==> src/hdl/tlx_pkg.sv <==
// ---------------------------------------------------------------------------
// tlx_pkg: shared types and constants of the token lexer stream
// Field widths, token kinds, error codes, scan modes and the item structs.
// ---------------------------------------------------------------------------
package tlx_pkg;

    localparam int MAX_WORD_LEN = 255;
    localparam int OFFSET_BITS  = 24;

    localparam int CNT_W   = 24;
    localparam int LIT_W   = 63;
    localparam int KIND_W  = 4;
    localparam int LEN_W   = 8;
    localparam int ERR_W   = 2;
    localparam int PFX_W   = 48;
    localparam int WCNT_W  = $clog2(MAX_WORD_LEN + 1);
    localparam int OFFX_W  = (OFFSET_BITS > CNT_W) ? OFFSET_BITS : CNT_W;
    localparam int WLENX_W = (WCNT_W > LEN_W) ? WCNT_W : LEN_W;

    localparam logic [1:0] MODE_IDLE    = 2'd0;
    localparam logic [1:0] MODE_NUM     = 2'd1;
    localparam logic [1:0] MODE_WORD    = 2'd2;
    localparam logic [1:0] MODE_DISCARD = 2'd3;

    localparam logic [KIND_W-1:0] KIND_LPAREN = 4'd0;
    localparam logic [KIND_W-1:0] KIND_RPAREN = 4'd1;
    localparam logic [KIND_W-1:0] KIND_LBRACE = 4'd2;
    localparam logic [KIND_W-1:0] KIND_RBRACE = 4'd3;
    localparam logic [KIND_W-1:0] KIND_SEMI   = 4'd4;
    localparam logic [KIND_W-1:0] KIND_INT    = 4'd5;
    localparam logic [KIND_W-1:0] KIND_VOID   = 4'd6;
    localparam logic [KIND_W-1:0] KIND_RETURN = 4'd7;
    localparam logic [KIND_W-1:0] KIND_IDENT  = 4'd8;
    localparam logic [KIND_W-1:0] KIND_LIT    = 4'd9;
    localparam logic [KIND_W-1:0] KIND_ERR    = 4'd10;
    localparam logic [KIND_W-1:0] KIND_END    = 4'd11;

    localparam logic [ERR_W-1:0] ERR_NONE     = 2'd0;
    localparam logic [ERR_W-1:0] ERR_UNKNOWN  = 2'd1;
    localparam logic [ERR_W-1:0] ERR_OVERFLOW = 2'd2;
    localparam logic [ERR_W-1:0] ERR_BAD_LIT  = 2'd3;

    typedef struct packed {
        logic [7:0] text_byte;
        logic       end_of_text;
    } t_in_item;

    typedef struct packed {
        logic [KIND_W-1:0] tok_kind;
        logic [LIT_W-1:0]  literal_value;
        logic [CNT_W-1:0]  word_offset;
        logic [LEN_W-1:0]  word_length;
        logic [ERR_W-1:0]  error_code;
        logic [CNT_W-1:0]  error_line;
        logic [CNT_W-1:0]  error_column;
        logic              run_end;
    } t_result;

    // Results of one item, handed from the scanner to the output stage.
    typedef struct packed {
        logic [1:0] count;
        t_result    first;
        t_result    second;
    } t_push;

endpackage

==> src/hdl/tlx_if.sv <==
// ---------------------------------------------------------------------------
// tlx_if: stream channels of the token lexer
// Valid/ready channels for source bytes and for token results.
// ---------------------------------------------------------------------------
interface tlx_in_if;
    logic              valid;
    logic              ready;
    tlx_pkg::t_in_item data;

    modport source (output valid, output data, input ready);
    modport sink   (input valid, input data, output ready);
endinterface

interface tlx_out_if;
    logic             valid;
    logic             ready;
    tlx_pkg::t_result data;

    modport source (output valid, output data, input ready);
    modport sink   (input valid, input data, output ready);
endinterface

==> src/hdl/tlx_core.sv <==
// ---------------------------------------------------------------------------
// tlx_core: input register, scan state and per-byte token logic
// Classifies one registered item per cycle when i_load_ok; up to two results.
// ---------------------------------------------------------------------------
module tlx_core (
    input  logic           i_clk,
    input  logic           i_rst_n,
    tlx_in_if.sink         i_text,
    input  logic           i_load_ok,
    output tlx_pkg::t_push o_push
);

    localparam logic [7:0] CH_ZERO = 8'h30;
    localparam logic [7:0] CH_NL   = 8'h0A;
    localparam logic [tlx_pkg::PFX_W-1:0] PFX_INT    = 48'h0000_0069_6E74;
    localparam logic [tlx_pkg::PFX_W-1:0] PFX_VOID   = 48'h0000_766F_6964;
    localparam logic [tlx_pkg::PFX_W-1:0] PFX_RETURN = 48'h7265_7475_726E;
    localparam logic [tlx_pkg::CNT_W-1:0] CNT_MAX = {tlx_pkg::CNT_W{1'b1}};
    localparam logic [tlx_pkg::OFFSET_BITS-1:0] OFF_MAX = {tlx_pkg::OFFSET_BITS{1'b1}};
    localparam logic [tlx_pkg::WCNT_W-1:0] WCNT_MAX = tlx_pkg::WCNT_W'(tlx_pkg::MAX_WORD_LEN);

    function automatic logic is_digit(input logic [7:0] c);
        return (c >= 8'h30) && (c <= 8'h39);
    endfunction

    function automatic logic is_word_start(input logic [7:0] c);
        return ((c >= 8'h61) && (c <= 8'h7A)) || ((c >= 8'h41) && (c <= 8'h5A))
            || (c == 8'h5F);
    endfunction

    function automatic logic is_space(input logic [7:0] c);
        return (c == 8'h20) || ((c >= 8'h09) && (c <= 8'h0D));
    endfunction

    logic                                r_in_valid;
    tlx_pkg::t_in_item                   r_in;
    logic [1:0]                          r_mode,   n_mode;
    logic [tlx_pkg::LIT_W-1:0]           r_acc,    n_acc;
    logic [tlx_pkg::PFX_W-1:0]           r_prefix, n_prefix;
    logic [tlx_pkg::WCNT_W-1:0]          r_wcount, n_wcount;
    logic [tlx_pkg::OFFSET_BITS-1:0]     r_wstart, n_wstart;
    logic [tlx_pkg::OFFSET_BITS-1:0]     r_offset, n_offset;
    logic [tlx_pkg::CNT_W-1:0]           r_line,   n_line;
    logic [tlx_pkg::CNT_W-1:0]           r_col,    n_col;

    logic                                fire;
    logic [7:0]                          c;
    logic [3:0]                          digit;
    logic [tlx_pkg::LIT_W+3:0]           acc_x10;
    logic                                acc_ovf;
    logic                                c_digit;
    logic                                c_word;
    tlx_pkg::t_result                    lit_res;
    tlx_pkg::t_result                    word_res;
    tlx_pkg::t_result                    end_res;
    tlx_pkg::t_result                    idle_res;
    logic                                idle_emit;
    logic [1:0]                          idle_mode;
    logic [tlx_pkg::OFFX_W-1:0]          wstart_x;
    logic [tlx_pkg::WLENX_W-1:0]         wlen_x;
    logic                                do_idle;
    logic                                v0, v1;
    tlx_pkg::t_result                    slot0, slot1;

    assign fire         = r_in_valid && i_load_ok;
    assign i_text.ready = !r_in_valid || fire;

    assign c       = r_in.text_byte;
    assign digit   = 4'(c - CH_ZERO);
    assign c_digit = is_digit(c);
    assign c_word  = is_word_start(c);

    // Ten times the value plus the digit; any bit above bit 62 is an overflow.
    assign acc_x10 = ({4'b0, r_acc} << 3) + ({4'b0, r_acc} << 1)
                   + (tlx_pkg::LIT_W + 4)'(digit);
    assign acc_ovf = |acc_x10[tlx_pkg::LIT_W+3:tlx_pkg::LIT_W];

    assign wstart_x = tlx_pkg::OFFX_W'(r_wstart);
    assign wlen_x   = tlx_pkg::WLENX_W'(r_wcount);

    always_comb begin
        lit_res               = '0;
        lit_res.tok_kind      = tlx_pkg::KIND_LIT;
        lit_res.literal_value = r_acc;

        end_res          = '0;
        end_res.tok_kind = tlx_pkg::KIND_END;

        word_res = '0;
        if (r_wcount == tlx_pkg::WCNT_W'(3) && r_prefix == PFX_INT) begin
            word_res.tok_kind = tlx_pkg::KIND_INT;
        end else if (r_wcount == tlx_pkg::WCNT_W'(4) && r_prefix == PFX_VOID) begin
            word_res.tok_kind = tlx_pkg::KIND_VOID;
        end else if (r_wcount == tlx_pkg::WCNT_W'(6) && r_prefix == PFX_RETURN) begin
            word_res.tok_kind = tlx_pkg::KIND_RETURN;
        end else begin
            word_res.tok_kind    = tlx_pkg::KIND_IDENT;
            word_res.word_offset = wstart_x[tlx_pkg::CNT_W-1:0];
            word_res.word_length = (wlen_x > tlx_pkg::WLENX_W'(255)) ? 8'hFF
                                                                     : wlen_x[7:0];
        end
    end

    // What a byte does when no literal or word is open.
    always_comb begin
        idle_emit = 1'b1;
        idle_mode = tlx_pkg::MODE_IDLE;
        idle_res  = '0;
        case (c)
            8'h28: idle_res.tok_kind = tlx_pkg::KIND_LPAREN;
            8'h29: idle_res.tok_kind = tlx_pkg::KIND_RPAREN;
            8'h7B: idle_res.tok_kind = tlx_pkg::KIND_LBRACE;
            8'h7D: idle_res.tok_kind = tlx_pkg::KIND_RBRACE;
            8'h3B: idle_res.tok_kind = tlx_pkg::KIND_SEMI;
            default: begin
                if (is_space(c)) begin
                    idle_emit = 1'b0;
                end else if (c_digit) begin
                    idle_emit = 1'b0;
                    idle_mode = tlx_pkg::MODE_NUM;
                end else if (c_word) begin
                    idle_emit = 1'b0;
                    idle_mode = tlx_pkg::MODE_WORD;
                end else begin
                    idle_mode             = tlx_pkg::MODE_DISCARD;
                    idle_res.tok_kind     = tlx_pkg::KIND_ERR;
                    idle_res.error_code   = tlx_pkg::ERR_UNKNOWN;
                    idle_res.error_line   = r_line;
                    idle_res.error_column = r_col;
                end
            end
        endcase
    end

    always_comb begin
        n_mode   = r_mode;
        n_acc    = r_acc;
        n_prefix = r_prefix;
        n_wcount = r_wcount;
        n_wstart = r_wstart;
        n_offset = r_offset;
        n_line   = r_line;
        n_col    = r_col;
        v0       = 1'b0;
        v1       = 1'b0;
        slot0    = '0;
        slot1    = '0;
        do_idle  = 1'b0;

        if (r_in.end_of_text) begin
            if (r_mode == tlx_pkg::MODE_NUM) begin
                v0    = 1'b1;
                slot0 = lit_res;
            end else if (r_mode == tlx_pkg::MODE_WORD) begin
                v0    = 1'b1;
                slot0 = word_res;
            end
            // The end token follows an open literal or word, else it goes first.
            if (v0) begin
                v1    = 1'b1;
                slot1 = end_res;
            end else begin
                v0    = 1'b1;
                slot0 = end_res;
            end
            n_mode   = tlx_pkg::MODE_IDLE;
            n_acc    = '0;
            n_prefix = '0;
            n_wcount = '0;
            n_wstart = '0;
            n_offset = '0;
            n_line   = tlx_pkg::CNT_W'(1);
            n_col    = '0;
        end else begin
            case (r_mode)
                tlx_pkg::MODE_NUM: begin
                    if (c_digit) begin
                        if (acc_ovf) begin
                            v0                 = 1'b1;
                            slot0.tok_kind     = tlx_pkg::KIND_ERR;
                            slot0.error_code   = tlx_pkg::ERR_OVERFLOW;
                            slot0.error_line   = r_line;
                            slot0.error_column = r_col;
                            n_mode             = tlx_pkg::MODE_DISCARD;
                        end else begin
                            n_acc = acc_x10[tlx_pkg::LIT_W-1:0];
                        end
                    end else if (c_word) begin
                        v0                 = 1'b1;
                        slot0.tok_kind     = tlx_pkg::KIND_ERR;
                        slot0.error_code   = tlx_pkg::ERR_BAD_LIT;
                        slot0.error_line   = r_line;
                        slot0.error_column = r_col;
                        n_mode             = tlx_pkg::MODE_DISCARD;
                    end else begin
                        v0      = 1'b1;
                        slot0   = lit_res;
                        do_idle = 1'b1;
                    end
                end
                tlx_pkg::MODE_WORD: begin
                    if (c_word || c_digit) begin
                        if (r_wcount < tlx_pkg::WCNT_W'(6)) begin
                            n_prefix = {r_prefix[tlx_pkg::PFX_W-9:0], c};
                        end
                        if (r_wcount < WCNT_MAX) begin
                            n_wcount = r_wcount + tlx_pkg::WCNT_W'(1);
                        end
                    end else begin
                        v0      = 1'b1;
                        slot0   = word_res;
                        do_idle = 1'b1;
                    end
                end
                tlx_pkg::MODE_IDLE: begin
                    do_idle = 1'b1;
                end
                default: begin
                end
            endcase

            if (do_idle) begin
                n_mode = idle_mode;
                if (idle_mode == tlx_pkg::MODE_NUM) begin
                    n_acc = tlx_pkg::LIT_W'(digit);
                end
                if (idle_mode == tlx_pkg::MODE_WORD) begin
                    n_prefix = tlx_pkg::PFX_W'(c);
                    n_wcount = tlx_pkg::WCNT_W'(1);
                    n_wstart = r_offset;
                end
                if (idle_emit) begin
                    if (v0) begin
                        v1    = 1'b1;
                        slot1 = idle_res;
                    end else begin
                        v0    = 1'b1;
                        slot0 = idle_res;
                    end
                end
            end

            if (r_offset < OFF_MAX) begin
                n_offset = r_offset + tlx_pkg::OFFSET_BITS'(1);
            end
            if (c == CH_NL) begin
                if (r_line < CNT_MAX) begin
                    n_line = r_line + tlx_pkg::CNT_W'(1);
                end
                n_col = '0;
            end else if (r_col < CNT_MAX) begin
                n_col = r_col + tlx_pkg::CNT_W'(1);
            end
        end

        if (v1) begin
            slot1.run_end = 1'b1;
        end else if (v0) begin
            slot0.run_end = 1'b1;
        end
    end

    always_comb begin
        o_push.count  = fire ? ({1'b0, v0} + {1'b0, v1}) : 2'd0;
        o_push.first  = slot0;
        o_push.second = slot1;
    end

    always_ff @(posedge i_clk) begin
        if (!i_rst_n) begin
            r_in_valid <= 1'b0;
        end else if (i_text.valid && i_text.ready) begin
            r_in_valid <= 1'b1;
        end else if (fire) begin
            r_in_valid <= 1'b0;
        end
    end

    always_ff @(posedge i_clk) begin
        if (i_text.valid && i_text.ready) begin
            r_in <= i_text.data;
        end
    end

    always_ff @(posedge i_clk) begin
        if (!i_rst_n) begin
            r_mode   <= tlx_pkg::MODE_IDLE;
            r_acc    <= '0;
            r_prefix <= '0;
            r_wcount <= '0;
            r_wstart <= '0;
            r_offset <= '0;
            r_line   <= tlx_pkg::CNT_W'(1);
            r_col    <= '0;
        end else if (fire) begin
            r_mode   <= n_mode;
            r_acc    <= n_acc;
            r_prefix <= n_prefix;
            r_wcount <= n_wcount;
            r_wstart <= n_wstart;
            r_offset <= n_offset;
            r_line   <= n_line;
            r_col    <= n_col;
        end
    end

endmodule

==> src/hdl/tlx_outq.sv <==
// ---------------------------------------------------------------------------
// tlx_outq: two-entry result stage of the token lexer
// Holds the results of one item and presents them in order on the output.
// ---------------------------------------------------------------------------
module tlx_outq (
    input  logic           i_clk,
    input  logic           i_rst_n,
    input  tlx_pkg::t_push i_push,
    output logic           o_load_ok,
    tlx_out_if.source      o_tok
);

    logic [1:0]       r_count;
    tlx_pkg::t_result r_slot0;
    tlx_pkg::t_result r_slot1;
    logic             pop;

    assign pop         = o_tok.valid && o_tok.ready;
    assign o_tok.valid = (r_count != 2'd0);
    assign o_tok.data  = r_slot0;

    // New results may load once everything held will have left by this edge.
    assign o_load_ok = (r_count == 2'd0) || ((r_count == 2'd1) && pop);

    always_ff @(posedge i_clk) begin
        if (!i_rst_n) begin
            r_count <= 2'd0;
        end else if (o_load_ok) begin
            r_count <= i_push.count;
        end else if (pop) begin
            r_count <= r_count - 2'd1;
        end
    end

    always_ff @(posedge i_clk) begin
        if (o_load_ok) begin
            r_slot0 <= i_push.first;
            r_slot1 <= i_push.second;
        end else if (pop) begin
            r_slot0 <= r_slot1;
        end
    end

endmodule

==> src/hdl/token_lexer_stream.sv <==
// ---------------------------------------------------------------------------
// token_lexer_stream: streaming lexer for a small C subset
// Turns a byte stream into tokens, literals, identifiers and errors.
// ---------------------------------------------------------------------------
// Source bytes enter on i_text, one item per cycle while the result stage
// can take them; an item with end_of_text set closes the text, emits any
// open literal or word and then the end token, and returns all counters to
// their reset values. Each item is held in an input register and scanned
// into a two-entry result register; the scan waits while that register is
// still busy. An item that yields at most one result is taken every cycle
// while o_tok is ready; an item that yields two results (a token that closes
// a literal or word, or end of text after one) holds off the next item until
// its second result is leaving the result register.
module token_lexer_stream (
    input  logic      i_clk,
    input  logic      i_rst_n,
    tlx_in_if.sink    i_text,
    tlx_out_if.source o_tok
);

    tlx_pkg::t_push push;
    logic           load_ok;

    tlx_core u_core (
        .i_clk     (i_clk),
        .i_rst_n   (i_rst_n),
        .i_text    (i_text),
        .i_load_ok (load_ok),
        .o_push    (push)
    );

    tlx_outq u_outq (
        .i_clk     (i_clk),
        .i_rst_n   (i_rst_n),
        .i_push    (push),
        .o_load_ok (load_ok),
        .o_tok     (o_tok)
    );

endmodule

==> src/flat_wrapper.sv <==
// flat-port wrapper written by rule: the top's interface ports become plain ports
module token_lexer_stream_flat 
  (i_clk, i_rst_n, i_text_valid, i_text_data, i_text_ready, o_tok_valid, o_tok_data, o_tok_ready);
  tlx_in_if i_text_i ();
  tlx_out_if o_tok_i ();
  input  logic i_clk;
  input  logic i_rst_n;
  input wire logic [$bits(i_text_i.valid)-1:0] i_text_valid;
  input wire logic [$bits(i_text_i.data)-1:0] i_text_data;
  output wire logic [$bits(i_text_i.ready)-1:0] i_text_ready;
  output wire logic [$bits(o_tok_i.valid)-1:0] o_tok_valid;
  output wire logic [$bits(o_tok_i.data)-1:0] o_tok_data;
  input wire logic [$bits(o_tok_i.ready)-1:0] o_tok_ready;
  assign i_text_i.valid = i_text_valid;
  assign i_text_i.data = i_text_data;
  assign i_text_ready = i_text_i.ready;
  assign o_tok_valid = o_tok_i.valid;
  assign o_tok_data = o_tok_i.data;
  assign o_tok_i.ready = o_tok_ready;
  token_lexer_stream u_core (.i_clk(i_clk), .i_rst_n(i_rst_n), .i_text(i_text_i), .o_tok(o_tok_i));
endmodule
==> config.mk <==
export PLATFORM = sky130hd
export DESIGN_NAME = token_lexer_stream_flat
export DESIGN_NICKNAME = d
export VERILOG_FILES = /design/src/hdl/tlx_pkg.sv /design/src/hdl/tlx_if.sv /design/src/hdl/tlx_core.sv /design/src/hdl/tlx_outq.sv /design/src/hdl/token_lexer_stream.sv /design/src/flat_wrapper.sv
export SDC_FILE = /design/constraint.sdc
export NUM_CORES = 1
export LEC_CHECK = 0
export ABC_AREA = 1
export BUFFER_PORTS_ARGS = -buffer_cell sky130_fd_sc_hd__buf_2
export CORE_MARGIN = 8
export CORE_UTILIZATION = 55
export DETAILED_ROUTE_END_ITERATION = 12
export PLACE_DENSITY = 0.84
export SLEW_MARGIN = 10
export SYNTH_ARGS = -nofsm -noshare
export SYNTH_HDL_FRONTEND = slang
export SYNTH_SLANG_ARGS = --single-unit
==> constraint.sdc <==
create_clock -name i_clk -period 6.7 [get_ports i_clk]
set_input_delay 1.34 -clock i_clk [delete_from_list [all_inputs] [get_ports i_clk]]
set_output_delay 1.34 -clock i_clk [all_outputs]
set_load 0.01 [all_outputs]
* Word-level counts from Yosys, hierarchy flattened *
Index checks and enable logic that the tools add are counted.

storage, ports and cells
  flip-flop bits (word level) = 529
  output and inout bits = 152
  input port bits = 13

operators by class
  equality and inequality tests = 20
  $lt $le $gt $ge = 14
  add/sub/neg operators = 9
  reduce and logical (&&, ||, !) cells = 38
  mux-type cells = 107

operators with widths
  kind                                              number
  2-to-1 mux 150 bit                                15
  2-to-1 mux 63 bit                                 6
  case mux 150 bit (2 select lines)                 1
  2-to-1 mux 48 bit                                 6
  2-to-1 mux 24 bit                                 11
  2-to-1 mux 49 bit                                 4
  2-to-1 mux 95 bit                                 2
  2-to-1 mux 50 bit                                 3
  2-to-1 mux 32 bit                                 3
  adder 24 x 1 -> 24 bit (second input constant)    3
  < comparator 24 bit (second input constant)       3
  adder 66 x 64 -> 67 bit                           1
  adder 67 x 4 -> 67 bit                            1
  2-to-1 mux 8 bit                                  7
  == test 48 x 23 -> 1 bit (second input constant)  1
  == test 48 x 31 -> 1 bit (second input constant)  1
  == test 48 x 47 -> 1 bit (second input constant)  1
  == test 8 x 6 -> 1 bit (second input constant)    4
  2-to-1 mux 4 bit                                  8
  2-to-1 mux 2 bit                                  13
  2-to-1 mux 1 bit                                  25
  == test 8 x 7 -> 1 bit (second input constant)    3
  case mux 4 bit (5 select lines)                   1
  == test 8 x 3 -> 1 bit (second input constant)    2
  other kinds (32)                                  63

* Longest topological paths before layout *
Gate-level depths: netlist of run 1.

  depth in word-level cells = 15
  gate-level depth with buffers = 26
  mapped depth without buffers = 24

* Modules after synthesis *
Synthesis of run 1 repeated with hierarchy kept, for this count alone.

unflattened totals
  cell total of the unflattened synthesis = 3966
  area total of the unflattened synthesis = 30663.2 um^2

modules (own cells, without submodules)
  module    sequential area each (um^2)  area each (um^2)  cells an instance  times used
  tlx_core  4634.4                       19344.8           3141               1
  tlx_outq  9048.7                       11318.4           825                1

* Worst setup path after synthesis of run 1 *
No wires, ideal clock.

  path kind = input -> register
  from = input port o_tok_ready
  to = register u_core.u_outq.r_slot0, in the netlist u_core.u_outq.o_tok.data[0], enable pin
  library setup time = 1.267 ns
  path slack = 1.313 ns
  arrival time = 4.121 ns
  cell stages on the path = 4
  path buffers = 0
  cell sequence = nand2_1 nand2_1 inv_2 nand2_1

on the way
  longest elaborated chain between the ends = 4

ends and longest elaborated chain
  element                                  RTL line            RTL
  start: declaration                       flat_wrapper.sv:13  input wire logic [$bits(o_tok_i.ready)-1:0] o_tok_ready;
  logical AND 1 bit (*)                    tlx_outq.sv:18      assign pop = o_tok.valid && o_tok.ready;
  logical AND 1 bit                        tlx_outq.sv:23      assign o_load_ok = (r_count == 2'd0) || ((r_count == 2'd1) && pop);
  logical OR 1 bit                         tlx_outq.sv:23
  nonzero test 2 bit (no source line) (*)  --
  end signal: assignment                   tlx_outq.sv:37      r_slot0 <= i_push.first;
  end signal: assignment                   tlx_outq.sv:40      r_slot0 <= r_slot1;
  end: declaration                         tlx_outq.sv:14      tlx_pkg::t_result r_slot0;

Every way passes the cells marked *; elsewhere a longest branch is shown, timed or not.
A chain may end at the register's enable or synchronous reset.

* Worst setup path after layout of run 1 *
  from = register u_core.u_core.r_acc[2] in the netlist's numbering
  to = register u_core.u_outq.r_slot0, in the netlist u_core.u_outq.o_tok.data[132] (data pin)

on the way
  longest elaborated chain between the ends = 12

ends and longest elaborated chain
  element                          RTL line         RTL
  start: declaration               tlx_core.sv:38   logic [tlx_pkg::LIT_W-1:0] r_acc, n_acc;
  start signal: assignment         tlx_core.sv:297  r_acc <= n_acc;
  adder 66 x 64 -> 67 bit          tlx_core.sv:74   assign acc_x10 = ({4'b0, r_acc} << 3) + ({4'b0, r_acc} << 1)
  adder 67 x 4 -> 67 bit           tlx_core.sv:75   + (tlx_pkg::LIT_W + 4)'(digit);
  OR reduction 4 bit               tlx_core.sv:76   assign acc_ovf = |acc_x10[tlx_pkg::LIT_W+3:tlx_pkg::LIT_W];
  2-to-1 mux 1 bit                 tlx_core.sv:178  if (acc_ovf) begin
  2-to-1 mux 1 bit                 tlx_core.sv:177  if (c_digit) begin
  case mux 1 bit (2 select lines)  tlx_core.sv:175  case (r_mode)
  2-to-1 mux 1 bit                 tlx_core.sv:150  if (r_in.end_of_text) begin
  2-to-1 mux 150 bit               tlx_core.sv:233  if (v0) begin
  2-to-1 mux 150 bit               tlx_core.sv:232  if (idle_emit) begin
  2-to-1 mux 150 bit               tlx_core.sv:222  if (do_idle) begin
  2-to-1 mux 150 bit               tlx_core.sv:150
  2-to-1 mux 150 bit               tlx_outq.sv:36   if (o_load_ok) begin

No other way between the ends. The select of a mux whose other input is x is not followed.

==> metrics.csv, run 1 <==
metric,value,unit
cts hold-fix bufs,0,
Syn Nets,3534,
total number of vias,23200,
clk_lat worst skew,0.59,ns
Post-CTS Setup Inserts,0,
vias in the first global route,21600,
HP Class,flop to flop,
Die H,231,um
DR WL met3,5640,um
Crit Path Class,flop to flop,
Final Core Density,0.615,
Rel. slew slack,0.218,
Layout fillers,4040,
post-synthesis sequential area ratio,0.427,
leakage,12.2,nW
Final Wtd Congestion,0.962,
Worst Path Arrival,5.21,ns
Hold Path Depth,2,
top sig layer,met4,
first-pass GRT wire length,111000,um
metal2 WL,29400,um
CTS tree,yes,
PortBufs,164,
Worst EP required,6.99,ns
io pins,165,
max cap viols,0,
clk slew on worst S/H paths,0.06,ns
combinational cell fraction of total power,0.278,
vias per inst,5.65,
Final min period,4.92,ns
post-synth cell types,57,
drt wl/cell,16.5,um
top post-synthesis cells by area,"edfxtp_1, dfxtp_1, nand2_1",
CTS Sinks,433,
CP max FO,63,
drt first pass iters,5,
Peak VDD IR,0.000283,V
Async SR Flop Fraction,0,
1st-iter DRT viols,2272,
Total Wirelength,68000,um
Cell Rows,78,
post-synthesis register bit count,433,
"Slew Viols, Final",0,
Post-DRT Antenna Nets,0,
number of remaining DRC errors,0,
top cell type's share of synthesized area,0.253,
fin crit share,0.735,
worst setup margin,1.78,ns
Crit. End Element,flop,
gr ovfl total,0,
HPWL after detailed placement,47300,um
Final #Nets,3632,
Seq. cell area,10800,sq um
"Hold Vio Cnt, Final",0,
"Warnings, synthesis",0,
power density cells,305,nW/um^2
Area Overhead vs Synth,10.3,%
run status,completed,
Multi-input gate area,12400,sq um
Metal-1 WL,31200,um
Psw,3.11,mW
Post-synth EDFFs,213,
CTS Buf Count,45,
sequential power share,0.434,
clk buf depth,3,
cell area after synthesis,25300,sq um
Die W,231,um
Starting Density,0.558,
Setup-failing EPs final,0,
maximum level of the CTS H-tree,2,
largest area contributor in the netlist,edfxtp_1,
"Primary FF master, synth",dfxtp_1,
worst-margin pin slew,1.17,ns
synthesized area per cell,7.48,sq um
area of the core,45400,sq um
Post-CTS Resized,0,
RSZ-0062 raised after global routing,no,
Reg2Reg Depth,23,
DP Worst Slack,1.89,ns
Diodes inserted,0,
fmax,0.203,GHz
Clk pwr share,0.289,
setup total negative slack,0,ns
Fin Clk Skew,0.0152,ns
largest net degree at the start of global routing,103,
DIE AREA,53100,sq um
Tot GR Track Use,0.248,
Worst Setup Start Kind,flop,
CTS root buf,clkbuf_16,
Cell Int Power,5.41,mW
Sw Ratio,0.365,
Post-Synthesis Cells,3382,
layout cells sized above 1,0.0859,
initial antenna violation count,1,
==> path summary, 6_finish.rpt <==
path                                   start                             to  slack, ns
setup / recovery      u_core.u_core.r_acc[2]  u_core.u_outq.o_tok.data[132]       1.78
hold / removal    u_core.u_core.r_wstart[15]     u_core.u_core.r_wstart[15]       0.47
setup reg to reg      u_core.u_core.r_acc[2]  u_core.u_outq.o_tok.data[132]       1.78
hold reg to reg   u_core.u_core.r_wstart[15]     u_core.u_core.r_wstart[15]       0.47
==> cell usage in the layout, fill, tap and decap left out, types with 5 or more instances in the layout <==
cell       synthesis  layout
xnor2_1           34      34
dfxtp_1          220     220
a22oi_1            5       5
nand2_1          862     860
nand3_1          191     191
clkbuf_1          83       9
inv_2             13      13
clkbuf_8           0       7
buf_2             29     164
buf_4              8      23
nand4_1           67      67
o21ai_0          166     166
or2_2              7       7
and3_1             8       8
o21bai_1          15      15
nor3_1            79      79
edfxtp_1         213     213
a31oi_1           10      10
o31ai_1            8       8
nor4_1            20      20
ha_1             137     137
xor2_1            29      29
nor2_1           372     369
a21oi_1          284     284
nor2_2             4       5
o211ai_1          55      55
clkbuf_16          0      45
inv_1            376     376
clkinv_2           0      13
a211oi_1          23      23
==> critical path, stage by stage, from the launching register on <==
cell and delay [ns]:
dfxtp_1 0.40, inv_1 0.12, fa_1 0.56, inv_1 0.06
ha_1 0.28, nand3_1 0.10, inv_1 0.04, nand2_1 0.06
nand3_1 0.16, nand2_1 0.12, nand2_1 0.15, nand2_1 0.10
nand2_1 0.20, nand2_1 0.15, nand2_1 0.06, nand2_1 0.06
nand2_1 0.06, nor2_1 0.12, nand2_2 0.13, nand2_4 0.14
nand3_4 0.47, a21oi_4 0.28, buf_4 0.62, nor2_1 0.14
==> Yosys cell counts, types with 2 or more instances <==
master	number
ha_1	137
buf_2	29
o21ai_0	166
nor2_2	4
inv_1	376
o21a_1	3
or2_2	7
a311oi_1	2
o221ai_1	2
nor4_1	20
nand4_1	67
o31ai_1	8
a31oi_1	10
and3_1	8
a21oi_1	284
o21bai_1	15
nor3b_1	2
buf_1	10
o211ai_1	55
clkbuf_1	83
dfxtp_1	220
buf_4	8
xnor2_1	34
fa_1	2
a21o_1	3
a211oi_1	23
nor2_1	372
inv_2	13
xor2_1	29
buf_6	6
a22oi_1	5
edfxtp_1	213
a21boi_0	3
o21ai_1	4
nand3b_1	2
nand3_1	191
nand2_2	4
clkinv_1	4
nor3_1	79
nand2_1	862
==> final cells by class <==
class / instances / area share
Timing Repair Buffer: 187 / 0.0356
Clock buffer: 61 / 0.0450
Sequential cell: 433 / 0.387
Inverter: 393 / 0.0529
Clock inverter: 22 / 0.00681
Multi-Input combinational cell: 2420 / 0.446
Tap cell: 600 / 0.0269
==> per-stage QoR <==
step	hold slack, ns	instance area (sq um)	power, mW	cells
global route	0.496	27900	8.93	4116
floorplan	0.442	25300	5.34	3382
finish	0.468	27900	8.52	4116
detailed placement	0.457	26500	6.10	4033
CTS	0.466	27900	8.55	4116
global placement	0.453	26500	6.05	4033
==> routing by layer <==
layer  vias up  global-route usage
met5         -                   0
met4         0              0.0760
met3       115              0.0457
met2       923               0.378
met1     10700               0.355
li1      11500                   -
==> sequential cells by signal, summed over array words and instances, names as in the netlist, 2 cells and up <==
signal                    count
u_core.u_outq.o_tok.data    150
u_core.u_core.r_acc          63
u_core.u_outq.r_slot1        54
u_core.u_core.r_prefix       48
u_core.u_core.r_col          24
u_core.u_core.r_line         24
u_core.u_core.r_offset       24
u_core.u_core.r_wstart       24
u_core.u_core.c               8
u_core.u_core.r_wcount        8
u_core.u_core.r_mode          2
u_core.u_outq.r_count         2
==> power groups by stage <==
stage	logic, mW	clock network (mW)	registers [mW]
floorplan	1.41	0	3.92
global placement	2.32	0	3.73
detailed placement	2.36	0	3.74
CTS	2.37	2.48	3.70
global route	2.61	2.57	3.74
finish	2.37	2.46	3.69
==> cells by family (layout without fill, tap and decap cells) <==
| family | after synthesis | count (layout) | share of synthesized area |
|---|---|---|---|
| AND/OR/NAND/NOR | 1624 | 1624 | 0.267 |
| AO/OA/AOI/OAI | 594 | 594 | 0.132 |
| buffers and inverters | 529 | 663 | 0.0829 |
| flip-flops | 433 | 433 | 0.427 |
| adder cells (fa/ha/maj) | 139 | 139 | 0.0693 |
| XOR/XNOR | 63 | 63 | 0.0218 |
No activity file was read; power rests on OpenSTA's default activity.
==> run 2, diff against run 1 <==
PLACE_DENSITY = 0.87   (was 0.84)
clock period = 4.05 ns   (was 6.7 ns; I/O delays follow)
==> run 2 against run 1 <==
Non-clock buffer count is 26 higher. Worst hold slack worse by 0.0052 ns. Via count increased by 1.5%. Maximum frequency rose by 27%. Global-route usage grew 0.82 points. Sequential cell count stayed put. Total power up 71%.
==> metrics.csv, run 2 (same netlist as run 1, synthesis figures left out) <==
metric,value,unit,change
CP max FO,18,,-71%
clk slew on worst S/H paths,0.06,ns,about the same
Setup-failing EPs final,0,,unchanged
clk buf depth,3,,unchanged
cell count after placement,4054,,+0.52%
Diodes inserted,0,,unchanged
CTS tree,yes,,
Psw,5.25,mW,+69%
area of the core,45400,sq um,unchanged
Peak VDD IR,0.000583,V,+110%
worst hold slack,0.463,ns,-0.00525 ns
largest net degree at the start of global routing,95,,-7.8%
Power Total,14.6,mW,+71%
Die H,231,um,unchanged
max reg flops,150,,unchanged
first-pass GRT wire length,114000,um,+2.9%
Area Overhead vs Synth,11.9,%,
Final min period,3.87,ns,-1.06 ns
Rel. slew slack,0.179,,-0.0390
CTS root buf,clkbuf_16,,
gr ovfl total,0,,unchanged
clk_lat worst skew,0.59,ns,about the same
run status,completed,,
Layout Cells excl Fill,4142,,+0.63%
PortBufs,164,,unchanged
maximum level of the CTS H-tree,2,,unchanged
sequential power share,0.421,,-0.013
CP peak stage delay,0.59,ns,-0.03 ns
CP cell instances,"inv_1, fa_1, inv_1, ha_1, nand3_1, nand3_1, nand2_1, nand2_1, nand2_1, nand2_1, nand2_1, nand2_2, nand2_1, nand2_1, nand2_1, nand2_1, nor2_1, nand2_2, nand2_4, nand3_4, a21oi_4, buf_12, clkbuf_16, nor2_1",,
initial antenna violation count,0,,-1
Worst Path Arrival,4.20,ns,-1.01 ns
crit-path most repeated cell,nand2_1,,
Worst Setup Start Kind,flop,,
max cap viols,0,,unchanged
Cell Int Power,9.31,mW,+72%
power density cells,514,nW/um^2,+68%
Fin Clk Skew,0.0206,ns,+0.00542 ns
"commonest non-fill, non-tap cell in the layout",nand2_1,,
worst setup margin,0.183,ns,-1.59 ns
DIE AREA,53100,sq um,unchanged
Post-DRT Antenna Nets,0,,unchanged
Cell Rows,78,,unchanged
total number of vias,23600,,+1.5%
CTS Buf Count,45,,unchanged
leakage,12.4,nW,+1.7%
HP Class,primary input to flop,,
Layout fillers,3899,,-3.5%
cts hold-fix bufs,0,,unchanged
vias per inst,5.70,,+0.90%
CTS Sinks,433,,unchanged
Final Wtd Congestion,0.970,,+0.88%
Crit Path Class,flop to flop,,
Die W,231,um,unchanged
worst-margin pin slew,1.23,ns,+0.0612 ns
combinational cell fraction of total power,0.290,,+0.012
fmax,0.259,GHz,+27%
Starting Density,0.558,,unchanged
1st-iter DRT viols,2654,,+17%
"Hold Vio Cnt, Final",0,,unchanged
HPWL after detailed placement,48900,um,+3.3%
Clk pwr share,0.289,,about the same
Crit. End Element,flop,,
layout cells sized above 1,0.0909,,+0.00502
"commonest non-fill, non-tap cells in the layout","nand2_1, inv_1, nor2_1",,
CP max-delay cell,fa_1,,
"Slew Viols, Final",0,,unchanged
RSZ-0062 raised after global routing,yes,,
Tot GR Track Use,0.256,,+0.00820
drt wl/cell,17.1,um,+3.4%
number of remaining DRC errors,0,,unchanged
Worst EP required,4.39,ns,-2.60 ns
Sw Ratio,0.361,,-0.00407
vias in the first global route,22300,,+3.1%
io pins,165,,unchanged
fin crit share,0.955,,+0.220
Final #Nets,3658,,+0.72%
drt first pass iters,7,,+2
Total Wirelength,70700,um,+4.0%
DP Worst Slack,0.165,ns,-1.73 ns
==> run 2: cell types whose count changed in the layout (fill, tap and decap cells not counted), sizes merged <==
cell / before / now
buf: 187 / 211
clkbuf: 61 / 73
clkinv: 20 / 10
bufinv: 1 / 2
clkinvlp: 4 / 3
==> run 2: worst max-delay path, delay by kind of cell, from the launching register on <==
kind                     cells  cell delay, ns
buffers and inverters        4            0.54
AND/OR/NAND/NOR             17            1.63
adder cells (fa/ha/maj)      2            0.87
flip-flops                   1            0.36
AO/OA/AOI/OAI                1            0.20
==> run 2: cell type report <==
class	count	area, sq um	share of cell area
clock inverters	12	154	0.00543
clock buffers	71	1350	0.0476
inverters	393	1480	0.0522
well taps	600	751	0.0265
repair buffers	213	1340	0.0471
flip-flops and latches	433	10800	0.381
multi-input cells	2420	12500	0.440
==> run 2: metal layers <==
layer  up-vias  wire [um]  global-route usage
met5         -          0                   0
met4         0       2060              0.0865
met3       161       6590              0.0520
met2      1075      31600               0.405
met1     10800      30500               0.348
li1      11500          -                   -
==> run 2: path summary, 6_finish.rpt <==
path,start,endpoint,slack [ns],cells after the start
hold reg to reg,u_core.u_core.r_wstart[8],u_core.u_core.r_wstart[8],0.47,2
setup reg to reg,u_core.u_core.r_acc[0],u_core.u_outq.o_tok.data[105],0.18,24
hold / removal,i_text_data[3],u_core.u_core.c[2],0.46,1
setup / recovery,u_core.u_core.r_acc[0],u_core.u_outq.o_tok.data[105],0.18,24
==> run 2: through the flow <==
step	instance area [sq um]	setup TNS [ns]	util
final	28300	0	0.624
after global placement	26700	0	0.589
after global routing	28300	-0.221	0.624
after floorplan	25300	0	-
after detailed placement	26700	0	0.589
after CTS	28200	0	0.622
==> run 2: what timing repair did <==
action / CTS / global route
hold endpoints to repair: 0 / 0
endpoints found under the setup margin: 0 / 100
setup buffers: 0 / 3
resized for setup: 0 / 6
==> run 2: power by group through the flow <==
| stage | registers (mW) | clock network, mW | logic [mW] |
|---|---|---|---|
| 3_5_place_dp | 6.19 | 0 | 4.09 |
| 6_report | 6.13 | 4.21 | 4.22 |
| 3_3_place_gp | 6.19 | 0 | 4.00 |
| 4_1_cts | 6.12 | 4.25 | 4.13 |
| 5_1_grt | 6.20 | 4.42 | 4.58 |
| 2_1_floorplan | 6.42 | 0 | 2.34 |
